### src/rtl/nst_pkg.sv
// shared types, codes and the name canonicalizing function of the name set table
`timescale 1ns / 1ps
`default_nettype none

package nst_pkg;

    localparam int MAX_NAMES_DEF = 16;
    localparam int FUNC_W        = 2;
    localparam int HEAD_W        = 64;
    localparam int TAIL_W        = 8;
    localparam int STATUS_W      = 3;
    localparam int COUNT_W       = 5;

    typedef enum logic [FUNC_W-1:0] {
        F_CREATE = 2'd0,
        F_DELETE = 2'd1,
        F_SEARCH = 2'd2,
        F_LIST   = 2'd3
    } t_func;

    typedef enum logic [STATUS_W-1:0] {
        ST_OK        = 3'd0,
        ST_EXISTS    = 3'd1,
        ST_NOT_FOUND = 3'd2,
        ST_FULL      = 3'd3,
        ST_ENTRY     = 3'd4,
        ST_EMPTY     = 3'd5
    } t_status;

    typedef struct packed {
        logic [HEAD_W-1:0] head;
        logic [TAIL_W-1:0] tail;
    } t_entry;

    // clear every byte after the first zero byte of the name
    function automatic t_entry canon(logic [HEAD_W-1:0] head, logic [TAIL_W-1:0] tail);
        t_entry e;
        logic   ended;
        ended  = 1'b0;
        e.head = '0;
        for (int b = 0; b < HEAD_W / 8; b++) begin
            if (head[8*b +: 8] == 8'h00) begin
                ended = 1'b1;
            end
            if (!ended) begin
                e.head[8*b +: 8] = head[8*b +: 8];
            end
        end
        e.tail = ended ? '0 : tail;
        return e;
    endfunction

endpackage

`default_nettype wire

### src/rtl/nst_if.sv
// request and response channel interfaces of the name set table
`timescale 1ns / 1ps
`default_nettype none

interface nst_req_if;
    logic                       valid;
    logic                       ready;
    logic [nst_pkg::FUNC_W-1:0] func;
    logic [nst_pkg::HEAD_W-1:0] name_head;
    logic [nst_pkg::TAIL_W-1:0] name_tail;

    modport source (output valid, output func, output name_head, output name_tail,
                    input ready);
    modport sink   (input valid, input func, input name_head, input name_tail,
                    output ready);
endinterface

interface nst_rsp_if;
    logic                         valid;
    logic                         ready;
    logic [nst_pkg::STATUS_W-1:0] status;
    logic [nst_pkg::HEAD_W-1:0]   entry_head;
    logic [nst_pkg::TAIL_W-1:0]   entry_tail;
    logic [nst_pkg::COUNT_W-1:0]  entry_count;
    logic                         last;

    modport source (output valid, output status, output entry_head, output entry_tail,
                    output entry_count, output last, input ready);
    modport sink   (input valid, input status, input entry_head, input entry_tail,
                    input entry_count, input last, output ready);
endinterface

`default_nettype wire

### src/rtl/name_set_table_core.sv
// name set table: a ring of name cells with a scan sequencer and a response register
//
// Requests arrive on i_req (func, name_head, name_tail) and responses leave on
// o_rsp (status, entry_head, entry_tail, entry_count, last), both valid/ready.
// Names are held in a ring of MAX_NAMES cells that rotates one position per
// cycle during a scan (a list scan can be held, see below); cell 0 is
// compared with the request name (or listed) as entries pass. Every request
// except a list of an empty table rotates the ring once round, so the ring is
// back in storage order afterwards. Create and delete then update a cell in
// S_DONE, where create, delete and search load the response. A list of an
// empty table goes straight to S_DONE. A list gives one item per stored name,
// lowest slot first, last set on the final one.
// One request is in flight at a time: i_req.ready is high only when idle.
// The response register lets the next request be accepted while a response
// still waits. When the receiver stalls, a list scan holds the ring until the
// pending item is taken; other requests hold in their final cycle.
// Reset empties the table (count to zero) and drops any pending response;
// the cell contents are not cleared and are never read above the count.
`timescale 1ns / 1ps
`default_nettype none

module name_set_table_core #(
    parameter int MAX_NAMES = nst_pkg::MAX_NAMES_DEF
) (
    input  wire logic  i_clk,
    input  wire logic  i_rst_n,
    nst_req_if.sink    i_req,
    nst_rsp_if.source  o_rsp
);

    localparam int IW = (MAX_NAMES > 1) ? $clog2(MAX_NAMES) : 1;
    localparam int CW = $clog2(MAX_NAMES + 1);

    typedef enum logic [2:0] {
        S_IDLE = 3'b001,
        S_SCAN = 3'b010,
        S_DONE = 3'b100
    } t_state;

    t_state                        r_state, n_state;
    nst_pkg::t_func                r_func, n_func;
    nst_pkg::t_entry               r_key, n_key;
    logic [IW-1:0]                 r_step, n_step;
    logic [CW-1:0]                 r_count, n_count;
    logic                          r_found, n_found;
    logic [IW-1:0]                 r_pos, n_pos;
    nst_pkg::t_entry               r_tail_e, n_tail_e;
    logic                          r_ovalid, n_ovalid;
    nst_pkg::t_status              r_status, n_status;
    logic [nst_pkg::HEAD_W-1:0]    r_ehead, n_ehead;
    logic [nst_pkg::TAIL_W-1:0]    r_etail, n_etail;
    logic [nst_pkg::COUNT_W-1:0]   r_ecount, n_ecount;
    logic                          r_olast, n_olast;

    nst_pkg::t_entry               w_cell [MAX_NAMES];
    logic [MAX_NAMES-1:0]          w_load;
    nst_pkg::t_entry               w_load_data;
    logic                          w_shift;
    logic                          w_free;
    logic                          w_in_use;
    logic [CW-1:0]                 w_kx;
    logic                          w_emit;
    nst_pkg::t_status              w_st;
    nst_pkg::t_entry               w_oentry;
    logic                          w_olast;
    logic                          w_ld_cr;
    logic                          w_ld_del;
    logic [CW+nst_pkg::COUNT_W-1:0] w_cnt_wide;

    // the ring: each cell takes its upper neighbor, the top wraps to cell 0's value
    for (genvar g = 0; g < MAX_NAMES; g++) begin : g_cell
        nst_cell u_cell (
            .i_clk       (i_clk),
            .i_shift     (w_shift),
            .i_load      (w_load[g]),
            .i_next      (w_cell[(g + 1) % MAX_NAMES]),
            .i_load_data (w_load_data),
            .o_entry     (w_cell[g])
        );
    end

    always_comb begin
        n_state  = r_state;
        n_func   = r_func;
        n_key    = r_key;
        n_step   = r_step;
        n_count  = r_count;
        n_found  = r_found;
        n_pos    = r_pos;
        n_tail_e = r_tail_e;
        n_ovalid = r_ovalid;
        n_status = r_status;
        n_ehead  = r_ehead;
        n_etail  = r_etail;
        n_ecount = r_ecount;
        n_olast  = r_olast;
        w_shift  = 1'b0;
        w_emit   = 1'b0;
        w_st     = nst_pkg::ST_OK;
        w_oentry = '0;
        w_olast  = 1'b1;
        w_ld_cr  = 1'b0;
        w_ld_del = 1'b0;
        w_free   = !r_ovalid || o_rsp.ready;
        w_in_use = CW'(r_step) < r_count;
        w_kx     = CW'(r_step) + CW'(1);

        if (r_ovalid && o_rsp.ready) begin
            n_ovalid = 1'b0;
        end

        unique case (r_state)
            S_IDLE: begin
                if (i_req.valid) begin
                    n_func  = nst_pkg::t_func'(i_req.func);
                    n_key   = nst_pkg::canon(i_req.name_head, i_req.name_tail);
                    n_step  = '0;
                    n_found = 1'b0;
                    n_pos   = '0;
                    if (i_req.func == nst_pkg::F_LIST && r_count == '0) begin
                        n_state = S_DONE;
                    end else begin
                        n_state = S_SCAN;
                    end
                end
            end
            S_SCAN: begin
                // a list scan only moves when the response register can take an item
                if (r_func != nst_pkg::F_LIST || w_free) begin
                    w_shift = 1'b1;
                    n_step  = r_step + 1'b1;
                    if (w_in_use && w_cell[0] == r_key && !r_found) begin
                        n_found = 1'b1;
                        n_pos   = r_step;
                    end
                    if (w_kx == r_count) begin
                        n_tail_e = w_cell[0];
                    end
                    if (r_func == nst_pkg::F_LIST && w_in_use) begin
                        w_emit   = 1'b1;
                        w_st     = nst_pkg::ST_ENTRY;
                        w_oentry = w_cell[0];
                        w_olast  = (w_kx == r_count);
                    end
                    if (r_step == IW'(MAX_NAMES - 1)) begin
                        n_state = (r_func == nst_pkg::F_LIST) ? S_IDLE : S_DONE;
                    end
                end
            end
            S_DONE: begin
                if (w_free) begin
                    n_state = S_IDLE;
                    w_emit  = 1'b1;
                    case (r_func)
                        nst_pkg::F_CREATE: begin
                            if (r_found) begin
                                w_st = nst_pkg::ST_EXISTS;
                            end else if (r_count == CW'(MAX_NAMES)) begin
                                w_st = nst_pkg::ST_FULL;
                            end else begin
                                w_ld_cr = 1'b1;
                                n_count = r_count + 1'b1;
                                w_st    = nst_pkg::ST_OK;
                            end
                        end
                        nst_pkg::F_DELETE: begin
                            if (!r_found) begin
                                w_st = nst_pkg::ST_NOT_FOUND;
                            end else begin
                                // the last entry fills the hole
                                w_ld_del = 1'b1;
                                n_count  = r_count - 1'b1;
                                w_st     = nst_pkg::ST_OK;
                            end
                        end
                        nst_pkg::F_SEARCH: begin
                            w_st = r_found ? nst_pkg::ST_OK : nst_pkg::ST_NOT_FOUND;
                        end
                        default: begin
                            w_st = nst_pkg::ST_EMPTY;
                        end
                    endcase
                end
            end
            default: begin
                n_state = S_IDLE;
            end
        endcase

        for (int i = 0; i < MAX_NAMES; i++) begin
            w_load[i] = (w_ld_cr && r_count == CW'(i)) || (w_ld_del && r_pos == IW'(i));
        end
        w_load_data = w_ld_del ? r_tail_e : r_key;

        // count goes out modulo the port width
        w_cnt_wide = {{nst_pkg::COUNT_W{1'b0}}, n_count};
        if (w_emit) begin
            n_ovalid = 1'b1;
            n_status = w_st;
            n_ehead  = w_oentry.head;
            n_etail  = w_oentry.tail;
            n_ecount = w_cnt_wide[nst_pkg::COUNT_W-1:0];
            n_olast  = w_olast;
        end
    end

    always_ff @(posedge i_clk) begin
        if (!i_rst_n) begin
            r_state  <= S_IDLE;
            r_count  <= '0;
            r_ovalid <= 1'b0;
        end else begin
            r_state  <= n_state;
            r_count  <= n_count;
            r_ovalid <= n_ovalid;
        end
    end

    always_ff @(posedge i_clk) begin
        r_func   <= n_func;
        r_key    <= n_key;
        r_step   <= n_step;
        r_found  <= n_found;
        r_pos    <= n_pos;
        r_tail_e <= n_tail_e;
        r_status <= n_status;
        r_ehead  <= n_ehead;
        r_etail  <= n_etail;
        r_ecount <= n_ecount;
        r_olast  <= n_olast;
    end

    assign i_req.ready       = (r_state == S_IDLE);
    assign o_rsp.valid       = r_ovalid;
    assign o_rsp.status      = r_status;
    assign o_rsp.entry_head  = r_ehead;
    assign o_rsp.entry_tail  = r_etail;
    assign o_rsp.entry_count = r_ecount;
    assign o_rsp.last        = r_olast;

endmodule

`default_nettype wire

### src/rtl/nst_cell.sv
// one storage cell of the rotating name ring
`timescale 1ns / 1ps
`default_nettype none

module nst_cell (
    input  wire logic            i_clk,
    input  wire logic            i_shift,
    input  wire logic            i_load,
    input  wire nst_pkg::t_entry i_next,
    input  wire nst_pkg::t_entry i_load_data,
    output nst_pkg::t_entry      o_entry
);

    nst_pkg::t_entry r_entry;

    always_ff @(posedge i_clk) begin
        if (i_load) begin
            r_entry <= i_load_data;
        end else if (i_shift) begin
            r_entry <= i_next;
        end
    end

    assign o_entry = r_entry;

endmodule

`default_nettype wire

### src/flat_wrapper.sv
// flat-port wrapper written by rule: the top's interface ports become plain ports
module name_set_table_core_flat 
#(
    parameter int MAX_NAMES = nst_pkg::MAX_NAMES_DEF
)
  (i_clk, i_rst_n, i_req_valid, i_req_func, i_req_name_head, i_req_name_tail, i_req_ready, o_rsp_valid, o_rsp_status, o_rsp_entry_head, o_rsp_entry_tail, o_rsp_entry_count, o_rsp_last, o_rsp_ready);
  nst_req_if i_req_i ();
  nst_rsp_if o_rsp_i ();
  input  wire logic i_clk;
  input  wire logic i_rst_n;
  input wire logic [$bits(i_req_i.valid)-1:0] i_req_valid;
  input wire logic [$bits(i_req_i.func)-1:0] i_req_func;
  input wire logic [$bits(i_req_i.name_head)-1:0] i_req_name_head;
  input wire logic [$bits(i_req_i.name_tail)-1:0] i_req_name_tail;
  output wire logic [$bits(i_req_i.ready)-1:0] i_req_ready;
  output wire logic [$bits(o_rsp_i.valid)-1:0] o_rsp_valid;
  output wire logic [$bits(o_rsp_i.status)-1:0] o_rsp_status;
  output wire logic [$bits(o_rsp_i.entry_head)-1:0] o_rsp_entry_head;
  output wire logic [$bits(o_rsp_i.entry_tail)-1:0] o_rsp_entry_tail;
  output wire logic [$bits(o_rsp_i.entry_count)-1:0] o_rsp_entry_count;
  output wire logic [$bits(o_rsp_i.last)-1:0] o_rsp_last;
  input wire logic [$bits(o_rsp_i.ready)-1:0] o_rsp_ready;
  assign i_req_i.valid = i_req_valid;
  assign i_req_i.func = i_req_func;
  assign i_req_i.name_head = i_req_name_head;
  assign i_req_i.name_tail = i_req_name_tail;
  assign i_req_ready = i_req_i.ready;
  assign o_rsp_valid = o_rsp_i.valid;
  assign o_rsp_status = o_rsp_i.status;
  assign o_rsp_entry_head = o_rsp_i.entry_head;
  assign o_rsp_entry_tail = o_rsp_i.entry_tail;
  assign o_rsp_entry_count = o_rsp_i.entry_count;
  assign o_rsp_last = o_rsp_i.last;
  assign o_rsp_i.ready = o_rsp_ready;
  name_set_table_core #(.MAX_NAMES(MAX_NAMES)) u_core (.i_clk(i_clk), .i_rst_n(i_rst_n), .i_req(i_req_i), .o_rsp(o_rsp_i));
endmodule
### config.mk
export PLATFORM = sky130hd
export DESIGN_NAME = name_set_table_core_flat
export DESIGN_NICKNAME = d
export VERILOG_FILES = /design/src/rtl/nst_pkg.sv /design/src/rtl/nst_if.sv /design/src/rtl/name_set_table_core.sv /design/src/rtl/nst_cell.sv /design/src/flat_wrapper.sv
export SDC_FILE = /design/constraint.sdc
export NUM_CORES = 2
export LEC_CHECK = 0
export BUFFER_PORTS_ARGS = -buffer_cell sky130_fd_sc_hd__buf_2
export CORE_AREA = 2 2 365 367
export CTS_BUF_LIST = sky130_fd_sc_hd__clkbuf_8
export DETAILED_ROUTE_END_ITERATION = 16
export DIE_AREA = 0 0 367 369
export HOLD_SLACK_MARGIN = 0.05
export PLACE_DENSITY = 0.73
export SKIP_CTS_REPAIR_TIMING = 1
export SYNTH_ARGS = -nofsm -noshare
export SYNTH_HDL_FRONTEND = slang
export SYNTH_HIERARCHICAL = 1
export SYNTH_SLANG_ARGS = --single-unit
### constraint.sdc
create_clock -name i_clk -period 10.6 [get_ports i_clk]
set_input_delay 1.06 -clock i_clk [delete_from_list [all_inputs] [get_ports i_clk]]
set_output_delay 1.06 -clock i_clk [all_outputs]
set_load 0.05 [all_outputs]
Word level (Yosys, flattened, before mapping)
Cells that the tools add are included.
{ "totals": {"ff_bits": 1397, "out_inout_bits": 83, "inputBits": 78, "wordCells": 305} }
{ "classes": {"add_sub_neg": 4, "n_reduce_logical": 93, "eq_ne": 47, "mux": 105, "magnitude_cmp": 1} }
{ "ops": {"columns": ["cell", "n"], "rows": [
  ["$mux 72", 33],
  ["$eq 72x72->1", 1],
  ["$logic_not 8->1", 8],
  ["$mux 1", 43],
  ["$eq 5x4->1 const B", 8],
  ["$logic_and 1x1->1", 37],
  ["$eq 4x4->1 const B", 9],
  ["$reduce_bool 2->1", 18],
  ["$mux 3", 10],
  ["$mux 5", 5],
  ["$eq 5x3->1 const B", 4],
  ["$logic_or 1x1->1", 18],
  ["$eq 4x3->1 const B", 4],
  ["$mux 4", 4],
  ["$pmux 4 s2", 2],
  ["$pmux 3 s2", 2],
  ["$eq 5x2->1 const B", 2],
  ["$pmux 5 s2", 1],
  ["$pmux 3 s3", 1],
  ["$reduce_and 3->1", 3],
  ["$eq 4x2->1 const B", 2],
  ["$ne 2x1->1 const B", 4],
  ["$reduce_and 4->1", 2],
  ["$eq 2x2->1 const B", 3],
  ["22 further kinds", 26]
]} }

Logic depth before layout (Yosys ltp)
{ "depth": {"depth_word": 25, "ltp_mapped": 10, "ltp_nobuf": 8} }

Modules after synthesis
Netlist, hierarchy kept.
{ "modules_own_cells": {"columns": ["mod", "n_inst", "seq_area_each_um2", "area_per_inst_um2", "cells_each"], "rows": [
  ["nst_cell", 16, 2162.1, 3389.5, 153],
  ["name_set_table_core", 1, 7267.0, 11243.3, 931]
]} }

Worst setup path before layout
OpenSTA, ideal clock, no wires.
{ "synth_timing": {"path_type": "input -> register", "start": "in o_rsp_ready", "end": "reg u_core/r_tail_e[0] in the netlist's numbering (enable)", "setup_time_ns": 0.502, "stages": 4, "path_buffers": 0, "arrival_time_ns": 4.303, "required_ns": 10.098, "path_slack_ns": 5.794, "cell_sequence": "nor2b_1 -> nand2_1 -> nand2_1 -> nor2_1"} }
{ "synth_via": {"elab_chain_len": 3} }
{ "synth_rtl": {"columns": ["item", "line_no", "rtl"], "rows": [
  ["start: declaration", "flat_wrapper.sv:22", "input wire logic [$bits(o_rsp_i.ready)-1:0] o_rsp_ready;"],
  ["$logic_or 1x1->1", "name_set_table_core.sv:104", "w_free = !r_ovalid || o_rsp.ready;"],
  ["$logic_or 1x1->1", "name_set_table_core.sv:129", "if (r_func != nst_pkg::F_LIST || w_free) begin"],
  ["$reduce_and 3->1 (no source line)", null, null],
  ["end signal: assignment", "name_set_table_core.sv:225", "r_tail_e <= n_tail_e;"],
  ["end: declaration", "name_set_table_core.sv:47", "nst_pkg::t_entry r_tail_e, n_tail_e;"]
]} }
No other way between the ends.
A chain may end at the register's enable or synchronous reset.

Worst setup path in the final report
{ "layout_timing": {"start": "reg u_core.r_found", "end": "reg u_core.g_cell[1].u_cell.r_entry, in the netlist u_core/g_cell[1].u_cell/o_entry[6] (enable)"} }
{ "layout_via": {"elab_chain_len": 7, "word_cells_on_any_way": 12, "classes_between": "8 x mux; 4 x reduce/logical"} }
{ "layout_rtl": {"columns": ["item", "line_no", "rtl"], "rows": [
  ["start: declaration", "name_set_table_core.sv:45", "logic r_found, n_found;"],
  ["start signal: assignment", "name_set_table_core.sv:223", "r_found <= n_found;"],
  ["$mux 1, on equally long branches", "name_set_table_core.sv:156, name_set_table_core.sv:167", null],
  ["$mux 1", "name_set_table_core.sv:154", "case (r_func)"],
  ["$mux 1", "name_set_table_core.sv:151", "if (w_free) begin"],
  ["$mux 1", "name_set_table_core.sv:112", "unique case (r_state)"],
  ["$logic_and 1x1->1", "name_set_table_core.sv:191", "w_load[i] = (w_ld_cr && r_count == CW'(i)) || (w_ld_del && r_pos == IW'(i));"],
  ["$logic_or 1x1->1 (*)", "name_set_table_core.sv:191", null],
  ["named net u_core.w_load[1]", "name_set_table_core.sv:56", "logic [MAX_NAMES-1:0] w_load;"],
  ["$reduce_bool 2->1 (no source line) (*)", null, null],
  ["end signal: assignment", "nst_cell.sv:18", "r_entry <= i_load_data;"],
  ["end signal: assignment", "nst_cell.sv:20", "r_entry <= i_next;"],
  ["end: declaration", "nst_cell.sv:14", "nst_pkg::t_entry r_entry;"]
]} }
The timed path passes the listed nets; every way through them passes the cells marked *.

==> results.md <==
* CTS root buffer: clkbuf_8
* Pint at 9.18 mW
* Busiest grt layer: met2
* RSZ-0062 raised after global routing: false
* CTS tree: yes
* Synth area leaders: edfxtp_1 (64%), mux2_4 (25%), buf_12 (3.4%), nand2_1 (1.2%), and2_1 (1.1%)
* Fin. max-slew vios at 0
* Final hold vios at 0
* Largest family of logic cells by synthesized area: multiplexers
* Detailed placement HPWL at 94300 um
* Met3 Use GR at 0.0638
* 1st-iter DRT viols at 3582
* WHS Path Cells at 1
* CP max-delay cell: buf_4
* Hold crit path type: primary input to flop
* First-pass GRT wire length at 230000 um
* Worst-margin pin slew at 1.34 ns
* Seq pwr share at 0.550
* Final Setup Violations at 0
* Tot GR Track Use at 0.235
* Hold Startpoint: i_req_name_head[2]
* Commonest non-fill, non-tap cells in the layout: edfxtp_1 (1388), mux2_4 (1104), clkbuf_8 (222), nand2_1 (217), buf_2 (160)
* Ports at 161
* Final Skew at 0.0481 ns
* TritonCTS Buffers at 218
* Clock Path Buffers at 3
* Cell count after synthesis at 3379
* Global routing usage on met2 at 0.343
* CP cell instances: nand2_1 -> nor2_4 -> buf_4 -> nand3b_1 -> o22ai_4 -> buf_4 -> or2_4 -> buf_4
* Arrival time at the worst endpoint at 5.45 ns
* F_max at 203 MHz
* Max_cap viols at 0
* Post-synth top area share at 0.637
* CP Launch Point: u_core/r_found$_DFFE_PP_
* Total die area at 135000 um2
* Max VDD drop at 133 uV
* RePlAce Congestion at 0.853
* Critical Path RT at 11.12 ns
* Worst setup SP type: flop
* Lkg Pwr at 25.6 nW
* Simple-Gate Fraction of Synth Area at 0.0382
* Post-synth EDFFs at 1388
* CTS HTree Levels at 4
* Syn_area_per_cell at 19.4 um2
* XOR/XNOR share of the synthesized area at 0.00910
* Switching fraction of total power at 0.264
* Clk Latency, worst-skew pair at 0.94 ns
* Starting density of the core at 0.499
* Final core occ at 0.538
* Power Dens Cells at 177 nW/um2
* Period minus WS final at 4.92 ns
* Synth Cell Area at 65500 um2
* Clk pwr share at 0.335
* Reg-to-reg startpoint: u_core/r_found$_DFFE_PP_
* Wirelength per Cell at 29.0 um
* Largest net degree at the start of global routing at 77
* Setup_tns at 0 ns
* Max_slew headroom at 0.0973
* Reg2reg path depth at 8
* GRT Residual Overflow at 0
* Area fraction in compound gates after synthesis at 0.00730
* Iteration count of the initial detailed-routing pass at 5
* DR vias at 32.3k
* Worst Setup Path Type: flop to flop
* Die height at 369 um
* Post-synthesis adder-cell area fraction at 0.00268
* Vias per inst at 5.78
* #FFs+latches synth at 1397
* Clock sinks at 1397
* Die Width at 367 um
* Crit Path Max Fanout at 59
* Row count at 133
* Element type at the critical path end: flop
* Logic pwr share at 0.115
* Worst path max stage delay at 0.90 ns
* Worst-path clk slew at 0.06 ns
* Fin crit share at 0.464
* Hold Path End: u_core/r_key[10]$_SDFFCE_PP0P_
* PortBufs at 160
* Initial antenna violation count at 15
* Commonest non-fill, non-tap cell in the layout: edfxtp_1
* Synth Flop Type: edfxtp_1
* Post-synth ARST share at 0
* Net Switching at 3.29 mW
* # DRC at 0
* Core area at 131000 um2
* Fraction of layout cells with a size suffix above 1 at 0.450
* Synth warnings at 6
* Met1 usage at 0.339
* Run status: finished clean
* Drt total wl at 162000 um
* Fin nets at 3747
* Synth area leader: edfxtp_1
* Area Overhead vs Synth at 7.74%
* CP most frequent cell: buf_4
* FF-to-FF End: u_core/g_cell[1].u_cell/o_entry[6]$_DFFE_PP_
* Register area share after synthesis at 0.639
* Number of global-route vias before repair at 32.3k
* Multiplexer area fraction after synthesis at 0.262
* DRT antenna net count at 0
* Yosys cell types at 68
* Synthesized Nets at 3471
* Flop-to-flop setup slack at 5.68 ns
-- critical path, delay by kind of cell, from the launching register on --
kind / cells / cell delay (ns)
buffers and inverters: 3 / 2.16
and+or+nand+nor: 4 / 1.26
DFF: 1 / 0.79
AOI/OAI and AO/OA: 1 / 0.20
-- cells in the mapped netlist (2+ instances only) --
master,number
xor2_1,59
a21oi_1,5
nor2b_1,6
a22o_1,2
buf_6,18
inv_1,23
ha_1,14
o221ai_1,2
a221o_1,2
mux2_2,52
o21a_1,4
nand2_1,217
and3_1,4
or2_2,2
mux2_4,1104
or3_1,2
nand3_1,13
edfxtp_1,1388
clkbuf_1,23
nand4_1,6
buf_2,9
or4_1,2
nor4_1,34
dfxtp_1,9
o22ai_1,19
xnor2_1,9
a21o_1,2
clkbuf_2,4
o21ai_0,15
and3_2,7
nor2_1,16
inv_2,2
nor3_1,5
o2bb2ai_1,2
buf_12,112
and2_1,113
o211a_1,2
or2_1,16
a31oi_1,2
nand2b_1,3
and2_2,23
-- worst max-delay path by stage --
stage / slack (ns) / endpoint / depth (start not counted)
finish: 5.68 / u_core/g_cell[1].u_cell/o_entry[6]$_DFFE_PP_ / 8
global route: 5.57 / u_core/g_cell[1].u_cell/o_entry[49]$_DFFE_PP_ / 8
CTS: 5.79 / u_core/g_cell[1].u_cell/o_entry[6]$_DFFE_PP_ / 8
detailed placement: 5.18 / u_core/g_cell[1].u_cell/o_entry[6]$_DFFE_PP_ / 10
global placement: 5.22 / u_core/g_cell[1].u_cell/o_entry[6]$_DFFE_PP_ / 10
floorplan: 5.79 / u_core/r_tail_e[0]$_DFFE_PP_ / 4
-- registers in the layout, indices dropped and copies added (netlist names), 2 cells and up --
register	count
u_core/g_cell.u_cell/o_entry	1152
u_core/o_rsp.entry_count	5
u_core/o_rsp.entry_head	64
u_core/o_rsp.entry_tail	8
u_core/o_rsp.status	3
u_core/r_count	5
u_core/r_func	2
u_core/r_key	72
u_core/r_pos	4
u_core/r_state	3
u_core/r_step	4
u_core/r_tail_e	72
-- through the flow --
stage / power, mW / hold WS [ns] / std cells / instance area [um2] / setup WS [ns]
finish: 12.5 / 0.328 / 5587 / 70500 / 5.68
global route: 12.9 / 0.262 / 5583 / 70500 / 5.57
CTS: 12.5 / 0.263 / 5578 / 70500 / 5.79
detailed placement: 8.36 / 0.520 / 5190 / 66600 / 5.18
global placement: 8.33 / 0.521 / 5190 / 66600 / 5.22
floorplan: 7.77 / 0.465 / 3379 / 65500 / 5.79
-- kinds of logic (layout without fill, tap and decap cells) --
group	Yosys count	after routing
adders and majority gates	14	14
and+or+nand+nor	481	481
AOI/OAI and AO/OA	70	70
DFF	1397	1397
muxes	1156	1156
buffers and inverters	193	637
xor gates and xnor gates	68	68
other	0	9
-- power groups by stage --
stage	sequential (mW)	combinational [mW]	clock [mW]
after global placement	6.94	1.39	0
after global routing	6.87	1.51	4.49
after detailed placement	6.95	1.41	0
final	6.85	1.44	4.18
after floorplan	6.88	0.894	0
after CTS	6.84	1.42	4.26
-- layout make-up --
cell class	instances	area (um2)
inverter	26	97.6
clock buffer	222	3060
antenna	9	22.5
tap	1755	2200
fill	10300	60600
sequential	1397	41900
timing repair buffer	223	1270
multi-input combinational	1789	21200
clock inverter	166	832
-- metal layers --
metal | part of all wire | vias up
met2 | 0.43 | 1605
met3 | 0.099 | 245
met5 | 0.00019 | -
met4 | 0.026 | 4
met1 | 0.44 | 16900
li1 | - | 13500
Note: power is estimated with default switching activity, not from simulation.
